**config.mk**
```make
export PLATFORM = sky130hd
export DESIGN_NAME = key_debounce_event_fifo_flat
export DESIGN_NICKNAME = d
export VERILOG_FILES = /design/src/design/kdef_pkg.sv /design/src/design/kdef_if.sv /design/src/design/kdef_ctrl.sv /design/src/design/kdef_datapath.sv /design/src/design/key_debounce_event_fifo.sv /design/src/flat_wrapper.sv
export SDC_FILE = /design/constraint.sdc
export NUM_CORES = 1
export LEC_CHECK = 0
export BUFFER_PORTS_ARGS = -buffer_cell sky130_fd_sc_hd__buf_2
export CELL_PAD_IN_SITES_DETAIL_PLACEMENT = 0
export CELL_PAD_IN_SITES_GLOBAL_PLACEMENT = 1
export CORE_ASPECT_RATIO = 1.2
export CORE_MARGIN = 2
export CORE_UTILIZATION = 46
export CTS_BUF_LIST = sky130_fd_sc_hd__clkbuf_16
export DETAILED_ROUTE_END_ITERATION = 7
export PLACE_DENSITY = 0.88
export SYNTH_ARGS = -nofsm -noshare
export SYNTH_HDL_FRONTEND = slang
export SYNTH_SLANG_ARGS = --single-unit
```
**constraint.sdc**
```tcl
create_clock -name clk -period 4.6 [get_ports clk]
set_input_delay 0.92 -clock clk [delete_from_list [all_inputs] [get_ports clk]]
set_output_delay 0.92 -clock clk [all_outputs]
set_load 0.005 [all_outputs]
```
**src/design/kdef_pkg.sv**
```systemverilog
// Shared types and constants for the key debounce event FIFO.
`timescale 1ns / 1ps
`default_nettype none

package kdef_pkg;

    localparam int FILTER_W   = 7;
    localparam int TICK_W     = 16;
    localparam int CNT_W      = 8;
    localparam int CODE_W     = 5;
    localparam int OUT_CODE_W = 4;
    localparam int CFG_IDX_W  = 2;
    localparam int CFG_DATA_W = 16;

    localparam logic [FILTER_W-1:0] FILTER_RESET = 7'd5;
    localparam logic [TICK_W-1:0]   LONG_RESET   = 16'd100;
    localparam logic [TICK_W-1:0]   REPEAT_RESET = 16'd0;
    localparam logic [CNT_W-1:0]    CNT_RESET    = CNT_W'(FILTER_RESET / 2);

    localparam logic [CFG_IDX_W-1:0] REG_FILTER = 2'd0;
    localparam logic [CFG_IDX_W-1:0] REG_LONG   = 2'd1;
    localparam logic [CFG_IDX_W-1:0] REG_REPEAT = 2'd2;

    localparam logic [CODE_W-1:0] CODE_DOWN = 5'd1;
    localparam logic [CODE_W-1:0] CODE_UP   = 5'd2;
    localparam logic [CODE_W-1:0] CODE_LONG = 5'd3;

    typedef enum logic [1:0] {
        OP_TICK  = 2'd0,
        OP_READ  = 2'd1,
        OP_CLEAR = 2'd2
    } op_t;

    typedef struct packed {
        logic capture;
        logic scan;
        logic push2;
        logic rd_load;
        logic clear;
    } kdef_cmd_t;

    typedef struct packed {
        logic last_key;
        logic push_b;
        logic out_busy;
        op_t  op;
    } kdef_sts_t;

endpackage

`default_nettype wire

```
**src/design/kdef_if.sv**
```systemverilog
// Channel interfaces for request words and event words.
`timescale 1ns / 1ps
`default_nettype none

interface kdef_req_if #(
    parameter int NUM_KEYS = 4
);
    logic                valid;
    logic                ready;
    logic [1:0]          op;
    logic [NUM_KEYS-1:0] key_down;

    modport source (output valid, output op, output key_down, input ready);
    modport sink (input valid, input op, input key_down, output ready);
endinterface

interface kdef_evt_if;
    logic       valid;
    logic       ready;
    logic [3:0] key_code;
    logic       fifo_empty;

    modport source (output valid, output key_code, output fifo_empty, input ready);
    modport sink (input valid, input key_code, input fifo_empty, output ready);
endinterface

`default_nettype wire

```
**src/design/kdef_ctrl.sv**
```systemverilog
// Controller state machine that sequences ticks, reads and clears.
`timescale 1ns / 1ps
`default_nettype none

module kdef_ctrl
    import kdef_pkg::*;
(
    input  wire logic      clk,
    input  wire logic      rst_n,
    input  wire logic      req_valid,
    output logic           in_ready,
    output kdef_cmd_t      cmd,
    input  wire kdef_sts_t sts
);

    typedef enum logic [2:0] {
        S_IDLE,
        S_DISPATCH,
        S_SCAN,
        S_PUSH2,
        S_READ,
        S_CLEAR
    } state_t;

    state_t state_reg;
    state_t state_next;

    always_comb
    begin
        state_next = state_reg;
        cmd        = '0;
        in_ready   = 1'b0;
        case (state_reg)
            S_IDLE:
            begin
                in_ready = 1'b1;
                if (req_valid)
                begin
                    cmd.capture = 1'b1;
                    state_next  = S_DISPATCH;
                end
            end
            S_DISPATCH:
            begin
                case (sts.op)
                    OP_TICK:  state_next = S_SCAN;
                    OP_READ:  state_next = S_READ;
                    OP_CLEAR: state_next = S_CLEAR;
                    default:  state_next = S_IDLE;
                endcase
            end
            S_SCAN:
            begin
                cmd.scan = 1'b1;
                if (sts.push_b)
                    state_next = S_PUSH2;
                else if (sts.last_key)
                    state_next = S_IDLE;
            end
            S_PUSH2:
            begin
                cmd.push2  = 1'b1;
                state_next = sts.last_key ? S_IDLE : S_SCAN;
            end
            S_READ:
            begin
                if (!sts.out_busy)
                begin
                    cmd.rd_load = 1'b1;
                    state_next  = S_IDLE;
                end
            end
            S_CLEAR:
            begin
                cmd.clear  = 1'b1;
                state_next = S_IDLE;
            end
            default: state_next = S_IDLE;
        endcase
    end

    always_ff @(posedge clk or negedge rst_n)
    begin
        if (!rst_n)
            state_reg <= S_IDLE;
        else
            state_reg <= state_next;
    end

endmodule

`default_nettype wire

```
**src/design/kdef_datapath.sv**
```systemverilog
// Datapath with key state, configuration registers, event memory and output register.
`timescale 1ns / 1ps
`default_nettype none

module kdef_datapath
    import kdef_pkg::*;
#(
    parameter int NUM_KEYS   = 4,
    parameter int FIFO_DEPTH = 16
) (
    input  wire logic                  clk,
    input  wire logic                  rst_n,
    input  wire logic [1:0]            op_in,
    input  wire logic [NUM_KEYS-1:0]   keys_in,
    input  wire logic                  cfg_we,
    input  wire logic [CFG_IDX_W-1:0]  cfg_index,
    input  wire logic [CFG_DATA_W-1:0] cfg_data,
    output logic                       evt_valid,
    input  wire logic                  evt_ready,
    output logic [OUT_CODE_W-1:0]      evt_code,
    output logic                       evt_empty,
    input  wire kdef_cmd_t             cmd,
    output kdef_sts_t                  sts
);

    localparam int KEY_W = (NUM_KEYS > 1) ? $clog2(NUM_KEYS) : 1;
    localparam int PTR_W = $clog2(FIFO_DEPTH);
    localparam logic [KEY_W-1:0] LAST_KEY = KEY_W'(NUM_KEYS - 1);
    localparam logic [PTR_W-1:0] LAST_PTR = PTR_W'(FIFO_DEPTH - 1);

    logic [FILTER_W-1:0] filter_reg;
    logic [TICK_W-1:0]   long_ticks_reg;
    logic [TICK_W-1:0]   repeat_reg;

    op_t                 op_reg;
    logic [NUM_KEYS-1:0] keys_reg;
    logic [KEY_W-1:0]    idx_reg;

    logic [CNT_W-1:0]  cnt_reg     [NUM_KEYS];
    logic              pressed_reg [NUM_KEYS];
    logic [TICK_W-1:0] long_reg    [NUM_KEYS];
    logic [TICK_W-1:0] rep_reg     [NUM_KEYS];

    logic [CODE_W-1:0] mem [FIFO_DEPTH];
    logic [PTR_W-1:0]  wr_ptr_reg;
    logic [PTR_W-1:0]  rd_ptr_reg;
    logic [CODE_W-1:0] code_b_reg;

    logic                  out_valid_reg;
    logic [OUT_CODE_W-1:0] out_code_reg;
    logic                  out_empty_reg;

    logic [CNT_W-1:0]  cnt_next;
    logic              pressed_next;
    logic [TICK_W-1:0] long_next;
    logic [TICK_W-1:0] rep_next;
    logic              push_a;
    logic              push_b;
    logic [CODE_W-1:0] code_a;
    logic [CODE_W-1:0] code_2;
    logic              press_push;
    logic              hold_push;
    logic [CODE_W-1:0] base;
    logic [CNT_W-1:0]  f_ext;
    logic [CNT_W-1:0]  two_f;
    logic [CNT_W-1:0]  cnt_cur;
    logic [TICK_W-1:0] long_inc;
    logic [TICK_W-1:0] rep_inc;
    logic              wr_en;
    logic [CODE_W-1:0] wr_data;
    logic              fifo_is_empty;

    always_comb
    begin
        cnt_cur      = cnt_reg[idx_reg];
        f_ext        = {1'b0, filter_reg};
        two_f        = {filter_reg, 1'b0};
        base         = (CODE_W'(idx_reg) << 1) + CODE_W'(idx_reg);
        long_inc     = long_reg[idx_reg] + TICK_W'(1);
        rep_inc      = rep_reg[idx_reg] + TICK_W'(1);
        cnt_next     = cnt_cur;
        pressed_next = pressed_reg[idx_reg];
        long_next    = long_reg[idx_reg];
        rep_next     = rep_reg[idx_reg];
        press_push   = 1'b0;
        hold_push    = 1'b0;
        code_2       = base + CODE_LONG;
        if (keys_reg[idx_reg])
        begin
            if (cnt_cur < f_ext)
                cnt_next = f_ext;
            else if (cnt_cur < two_f)
                cnt_next = cnt_cur + CNT_W'(1);
            else
            begin
                if (!pressed_reg[idx_reg])
                begin
                    pressed_next = 1'b1;
                    press_push   = 1'b1;
                end
                if (long_ticks_reg != '0)
                begin
                    if (long_reg[idx_reg] < long_ticks_reg)
                    begin
                        long_next = long_inc;
                        hold_push = (long_inc >= long_ticks_reg);
                    end
                    else if (repeat_reg != '0)
                    begin
                        rep_next = rep_inc;
                        if (rep_inc >= repeat_reg)
                        begin
                            rep_next  = '0;
                            hold_push = 1'b1;
                            code_2    = base + CODE_DOWN;
                        end
                    end
                end
            end
        end
        else
        begin
            if (cnt_cur > f_ext)
                cnt_next = f_ext;
            else if (cnt_cur != '0)
                cnt_next = cnt_cur - CNT_W'(1);
            else if (pressed_reg[idx_reg])
            begin
                pressed_next = 1'b0;
                press_push   = 1'b1;
            end
            long_next = '0;
            rep_next  = '0;
        end
        push_a = press_push || hold_push;
        push_b = press_push && hold_push;
        if (press_push)
            code_a = keys_reg[idx_reg] ? (base + CODE_DOWN) : (base + CODE_UP);
        else
            code_a = code_2;
    end

    assign wr_en         = (cmd.scan && push_a) || cmd.push2;
    assign wr_data       = cmd.push2 ? code_b_reg : code_a;
    assign fifo_is_empty = (rd_ptr_reg == wr_ptr_reg);

    always_comb
    begin
        sts.last_key = (idx_reg == LAST_KEY);
        sts.push_b   = push_b;
        sts.out_busy = out_valid_reg && !evt_ready;
        sts.op       = op_reg;
    end

    always_ff @(posedge clk or negedge rst_n)
    begin
        if (!rst_n)
        begin
            filter_reg     <= FILTER_RESET;
            long_ticks_reg <= LONG_RESET;
            repeat_reg     <= REPEAT_RESET;
        end
        else if (cfg_we)
        begin
            case (cfg_index)
                REG_FILTER: filter_reg     <= cfg_data[FILTER_W-1:0];
                REG_LONG:   long_ticks_reg <= cfg_data[TICK_W-1:0];
                REG_REPEAT: repeat_reg     <= cfg_data[TICK_W-1:0];
                default:    ;
            endcase
        end
    end

    always_ff @(posedge clk or negedge rst_n)
    begin
        if (!rst_n)
        begin
            op_reg   <= OP_TICK;
            keys_reg <= '0;
            idx_reg  <= '0;
        end
        else if (cmd.capture)
        begin
            op_reg   <= op_t'(op_in);
            keys_reg <= keys_in;
            idx_reg  <= '0;
        end
        else if ((cmd.scan && !push_b) || cmd.push2)
        begin
            if (idx_reg != LAST_KEY)
                idx_reg <= idx_reg + KEY_W'(1);
        end
    end

    always_ff @(posedge clk or negedge rst_n)
    begin
        if (!rst_n)
        begin
            for (int k = 0; k < NUM_KEYS; k++)
            begin
                cnt_reg[k]     <= CNT_RESET;
                pressed_reg[k] <= 1'b0;
                long_reg[k]    <= '0;
                rep_reg[k]     <= '0;
            end
        end
        else if (cmd.scan)
        begin
            cnt_reg[idx_reg]     <= cnt_next;
            pressed_reg[idx_reg] <= pressed_next;
            long_reg[idx_reg]    <= long_next;
            rep_reg[idx_reg]     <= rep_next;
        end
    end

    always_ff @(posedge clk)
    begin
        if (cmd.scan && push_b)
            code_b_reg <= code_2;
    end

    always_ff @(posedge clk)
    begin
        if (wr_en)
            mem[wr_ptr_reg] <= wr_data;
    end

    always_ff @(posedge clk or negedge rst_n)
    begin
        if (!rst_n)
        begin
            wr_ptr_reg <= '0;
            rd_ptr_reg <= '0;
        end
        else
        begin
            if (wr_en)
                wr_ptr_reg <= (wr_ptr_reg == LAST_PTR) ? '0 : wr_ptr_reg + PTR_W'(1);
            if (cmd.clear)
                rd_ptr_reg <= wr_ptr_reg;
            else if (cmd.rd_load && !fifo_is_empty)
                rd_ptr_reg <= (rd_ptr_reg == LAST_PTR) ? '0 : rd_ptr_reg + PTR_W'(1);
        end
    end

    always_ff @(posedge clk)
    begin
        if (cmd.rd_load)
        begin
            out_code_reg  <= fifo_is_empty ? '0 : mem[rd_ptr_reg][OUT_CODE_W-1:0];
            out_empty_reg <= fifo_is_empty;
        end
    end

    always_ff @(posedge clk or negedge rst_n)
    begin
        if (!rst_n)
            out_valid_reg <= 1'b0;
        else if (cmd.rd_load)
            out_valid_reg <= 1'b1;
        else if (evt_ready)
            out_valid_reg <= 1'b0;
    end

    assign evt_valid = out_valid_reg;
    assign evt_code  = out_code_reg;
    assign evt_empty = out_empty_reg;

    a_push2_follows_dual: assert property (@(posedge clk) disable iff (!rst_n)
        cmd.push2 |-> $past(cmd.scan && push_b))
        else $error("second word written without a dual push");

    a_load_needs_free_output: assert property (@(posedge clk) disable iff (!rst_n)
        cmd.rd_load |-> !(out_valid_reg && !evt_ready))
        else $error("output register overwritten while a word waits");

    a_clear_empties: assert property (@(posedge clk) disable iff (!rst_n)
        cmd.clear |=> (rd_ptr_reg == $past(wr_ptr_reg)))
        else $error("clear did not empty the event FIFO");

    a_valid_from_load: assert property (@(posedge clk) disable iff (!rst_n)
        $rose(out_valid_reg) |-> $past(cmd.rd_load))
        else $error("output word appeared without a read");

endmodule

`default_nettype wire

```
**src/design/key_debounce_event_fifo.sv**
```systemverilog
// Top level: debounced key scanner feeding an event FIFO with long press and repeat.
// A tick word scans the keys in turn, with an extra step for each key that pushes two codes.
// A read word loads its event word into the output register, waiting while it is held.
// Every word passes accept and decode; tick, read and clear words then step the sequencer.
// Barring those extra steps the scan takes one key and at most one memory write per cycle.
// Reset clears key state, pointers and control registers at once; no clearing pass is needed.
`timescale 1ns / 1ps
`default_nettype none

module key_debounce_event_fifo
    import kdef_pkg::*;
#(
    parameter int NUM_KEYS   = 4,
    parameter int FIFO_DEPTH = 16
) (
    input  wire logic                  clk,
    input  wire logic                  rst_n,
    kdef_req_if.sink                   req,
    kdef_evt_if.source                 evt,
    input  wire logic                  cfg_we,
    input  wire logic [CFG_IDX_W-1:0]  cfg_index,
    input  wire logic [CFG_DATA_W-1:0] cfg_data
);

    kdef_cmd_t cmd;
    kdef_sts_t sts;
    logic      in_ready;

    kdef_ctrl u_ctrl (
        .clk       (clk),
        .rst_n     (rst_n),
        .req_valid (req.valid),
        .in_ready  (in_ready),
        .cmd       (cmd),
        .sts       (sts)
    );

    kdef_datapath #(
        .NUM_KEYS   (NUM_KEYS),
        .FIFO_DEPTH (FIFO_DEPTH)
    ) u_datapath (
        .clk       (clk),
        .rst_n     (rst_n),
        .op_in     (req.op),
        .keys_in   (req.key_down),
        .cfg_we    (cfg_we),
        .cfg_index (cfg_index),
        .cfg_data  (cfg_data),
        .evt_valid (evt.valid),
        .evt_ready (evt.ready),
        .evt_code  (evt.key_code),
        .evt_empty (evt.fifo_empty),
        .cmd       (cmd),
        .sts       (sts)
    );

    assign req.ready = in_ready;

endmodule

`default_nettype wire

```
**src/flat_wrapper.sv**
```systemverilog
// flat-port wrapper written by rule: the top's interface ports become plain ports
module key_debounce_event_fifo_flat import kdef_pkg::*;
#(
    parameter int NUM_KEYS   = 4,
    parameter int FIFO_DEPTH = 16
)
  (clk, rst_n, cfg_we, cfg_index, cfg_data, req_valid, req_op, req_key_down, req_ready, evt_valid, evt_key_code, evt_fifo_empty, evt_ready);
  kdef_req_if #(.NUM_KEYS(NUM_KEYS)) req_i ();
  kdef_evt_if evt_i ();
  input  wire logic clk;
  input  wire logic rst_n;
  input  wire logic cfg_we;
  input  wire logic [CFG_IDX_W-1:0] cfg_index;
  input  wire logic [CFG_DATA_W-1:0] cfg_data;
  input wire logic [$bits(req_i.valid)-1:0] req_valid;
  input wire logic [$bits(req_i.op)-1:0] req_op;
  input wire logic [$bits(req_i.key_down)-1:0] req_key_down;
  output wire logic [$bits(req_i.ready)-1:0] req_ready;
  output wire logic [$bits(evt_i.valid)-1:0] evt_valid;
  output wire logic [$bits(evt_i.key_code)-1:0] evt_key_code;
  output wire logic [$bits(evt_i.fifo_empty)-1:0] evt_fifo_empty;
  input wire logic [$bits(evt_i.ready)-1:0] evt_ready;
  assign req_i.valid = req_valid;
  assign req_i.op = req_op;
  assign req_i.key_down = req_key_down;
  assign req_ready = req_i.ready;
  assign evt_valid = evt_i.valid;
  assign evt_key_code = evt_i.key_code;
  assign evt_fifo_empty = evt_i.fifo_empty;
  assign evt_i.ready = evt_ready;
  key_debounce_event_fifo #(.NUM_KEYS(NUM_KEYS), .FIFO_DEPTH(FIFO_DEPTH)) u_core (.clk(clk), .rst_n(rst_n), .req(req_i), .evt(evt_i), .cfg_we(cfg_we), .cfg_index(cfg_index), .cfg_data(cfg_data));
endmodule
```
==> results.yml <==
status:
  status: "completed"
routing:
  ant_nets: 0
  drt_iter0_markers: 763
  vias: 11221
  routed_wl_mm: 38.13
  drc: 0
  wire_per_inst_um: 19.25
  drtPass1Iterations: 5
  vias_per_cell: 5.664
floorplanning:
  start_util: 0.4657
  die_w_um: 173.3
  die_h_um: 207.2
  coreArea_um2: 33980
  die_area_um2: 35910
  rows: 74
  io_pins: 36
final_layout:
  drive_gt1_frac: 0.1915
  fin_nets: 1612
  final_cell_count_no_fill: 1981
  diodes: 0
  layout_common_cells: "228 x nand2_1, 212 x dfrtp_1, 150 x o21ai_0"
  area_growth_pct: 12.33
  layout_commonest_cell: "nand2_1"
  fin_util: 0.5232
global_routing:
  grt_pass1_wl_mm: 62.14
  grt_pass1_vias: 11624
  grt_max_degree: 96
  grt_use_total: 0.2140
  antenna_found_initial: 1
  grt_overflow: 0
clocking:
  cts-root-buf: "clkbuf_16"
  clkSinkCount: 296
  path_clk_slew_ns: 0.06
  clock_path_buffers: 3
  ctsHtreeMaxLevel: 1
  clkLatencyLatePin_ns: 0.57
  cts_made_buffers: 29
  cts_tree: "yes"
timing:
  tightestPinTransition_ns: 1.215
  relSlewSlack: 0.1828
  period_minus_slack_ns: 4.401
  max_freq_mhz: 227.2
  hold_ws_ns: 0.3637
  fin_crit_sh: 0.9568
  report.final.setup_viol: 0
  maxSlewViolCount: 0
  tns_ns: 0
  hold_viol_final: 0
  finClkSkew_ns: 0.01834
place:
  numPortBuffers: 35
  hpwl_mm: 27.63
  placed_cells: 1918
  place_congestion: 0.9165
logic_synthesis:
  syn_nets: 1547
  synth_ff_type: "dfrtp_1"
  synth_area_per_cell_um2: 11.00
  ys.warnings.count: 0
  ys_ff_latch: 296
  synth_edf_count: 73
  synth.distinct_cells: 80
  synthArstFlopShare: 0.7534
  seq_area_frac_synth: 0.4919
  syn_inst: 1438
  syn-cell-area_um2: 15830
setup_path:
  worstSetupStartpoint: "u_core.u_datapath.idx_reg[0]$_DFFE_PN0P_"
  r2r-start: "u_core.u_datapath.idx_reg[0]$_DFFE_PN0P_"
  crit_required_ns: 5.01
  r2r-end: "u_core.u_datapath.mem[1][1]$_DFFE_PP_"
  critical_path_class: "reg2reg"
  cp-start-kind: "flip-flop"
  worstPathArrival_ns: 4.81
  cp_max_fo: 16
  regToRegSetupSlack_ns: 0.20
  endpoint_kind: "flip-flop"
  rr_worst_depth: 14
power:
  power.leakage_nw: 7.754
  power_w: 0.01021
  powerDensity_nw_per_um2: 574.2
  vdd_ir_drop_max_v: 0.0003479
run:
  drv_cap: 0
min_path:
  hold_class: "in2async"
==> metal layers <==
metal  vias to the layer above  GRT usage  wire [um]
met1                      5527     0.2656      15850
met5                         -          0         13
met2                       245     0.3717      19020
met3                       104    0.02900       1446
li1                       5343          -          -
met4                         2    0.09731       1792
==> cell usage after synthesis (all sizes together) (5+ instances only) <==
cell | count | area (um^2)
o31ai | 8 | 60.06
dfrtp | 214 | 5355
and2 | 10 | 62.56
edfxtp | 73 | 2192
o21ai | 168 | 840.8
a21o | 14 | 105.1
mux2i | 23 | 230.2
and3 | 25 | 161.4
dfstp | 9 | 236.5
xor2 | 26 | 227.7
and4 | 10 | 87.58
a211oi | 10 | 87.58
o211ai | 6 | 45.04
buf | 21 | 172.7
inv | 56 | 210.2
ha | 80 | 1001
o22ai | 5 | 31.28
a21oi | 30 | 161.4
nand2b | 6 | 37.54
a22o | 21 | 183.9
a21boi | 6 | 45.04
nor2 | 46 | 187.7
nor3 | 19 | 100.1
o21a | 6 | 45.04
nand2 | 235 | 887.1
clkbuf | 53 | 198.9
mux2 | 41 | 461.7
mux4 | 50 | 1126
a31oi | 6 | 43.79
xnor2 | 40 | 350.3
nor4 | 11 | 83.83
nor3b | 5 | 47.54
o221ai | 8 | 70.07
a221oi | 5 | 43.79
nand3 | 36 | 190.2
nand4 | 14 | 93.84
nor2b | 8 | 50.05
==> timing repair <==
| action | CTS | global route |
|---|---|---|
| setup endpoints to repair | 82 | 130 |
| setup buffers | 2 | 8 |
| gates resized for setup | 2 | 15 |
| hold buffers | 0 | 0 |
| pin swaps | 1 | 4 |
==> power by group <==
part	internal [W]	leakage, nW	switching [W]
combinational	0.00172	3.69	0.00269
sequential	0.00328	3.60	0.000334
clock	0.00118	0.459	0.00101
==> cell families after synthesis <==
kind of cell    count (synthesis)  synth area share
simple gates                  436            0.1310
flops                         296            0.4919
compound gates                316            0.1257
fa+ha+maj                      80           0.06325
xor+xnor                       66           0.03653
mux                           114            0.1149
buf+inv                       130           0.03676
==> worst max-delay path: stages (launching register included) <==
cell	delay, ns
dfrtp_4	0.52
buf_4	0.15
buf_4	0.19
mux4_2	0.64
ha_1	0.32
and3_1	0.19
o2111ai_1	0.21
a31oi_2	0.35
and3_4	0.29
nand4_1	0.25
buf_4	0.24
and3_1	0.18
or3_1	0.31
a31oi_2	0.20
buf_6	0.20
==> stage by stage <==
stage / setup WS [ns] / area [um^2]
2_1_floorplan: 0.01401 / 15830
3_3_place_gp: -0.06238 / 16750
3_5_place_dp: -0.1418 / 16750
4_1_cts: 0.05670 / 17650
5_1_grt: -0.005071 / 17780
6_report: 0.1986 / 17780
==> how the worst max path moves through the flow <==
stage | to | depth (start not counted)
finish | u_core.u_datapath.mem[1][1]$_DFFE_PP_ | 14
global route | u_core.u_datapath.mem[0][1]$_DFFE_PP_ | 14
CTS | u_core.u_datapath.mem[8][1]$_DFFE_PP_ | 16
detailed placement | u_core.u_datapath.mem[1][2]$_DFFE_PP_ | 15
global placement | u_core.u_datapath.mem[1][2]$_DFFE_PP_ | 13
floorplan | u_core.u_datapath.mem[14][0]$_DFFE_PP_ | 19
==> area by class of cell <==
type	instances	area [um^2]
Sequential cell	296	7789
Inverter	56	210.2
Multi-Input combinational cell	1012	7542
Fill cell	2915	16200
Tap cell	456	570.5
Timing Repair Buffer	108	803.3
Clock buffer	30	750.7
Clock inverter	23	111.4
Note: power is estimated with default switching activity, not from simulation.
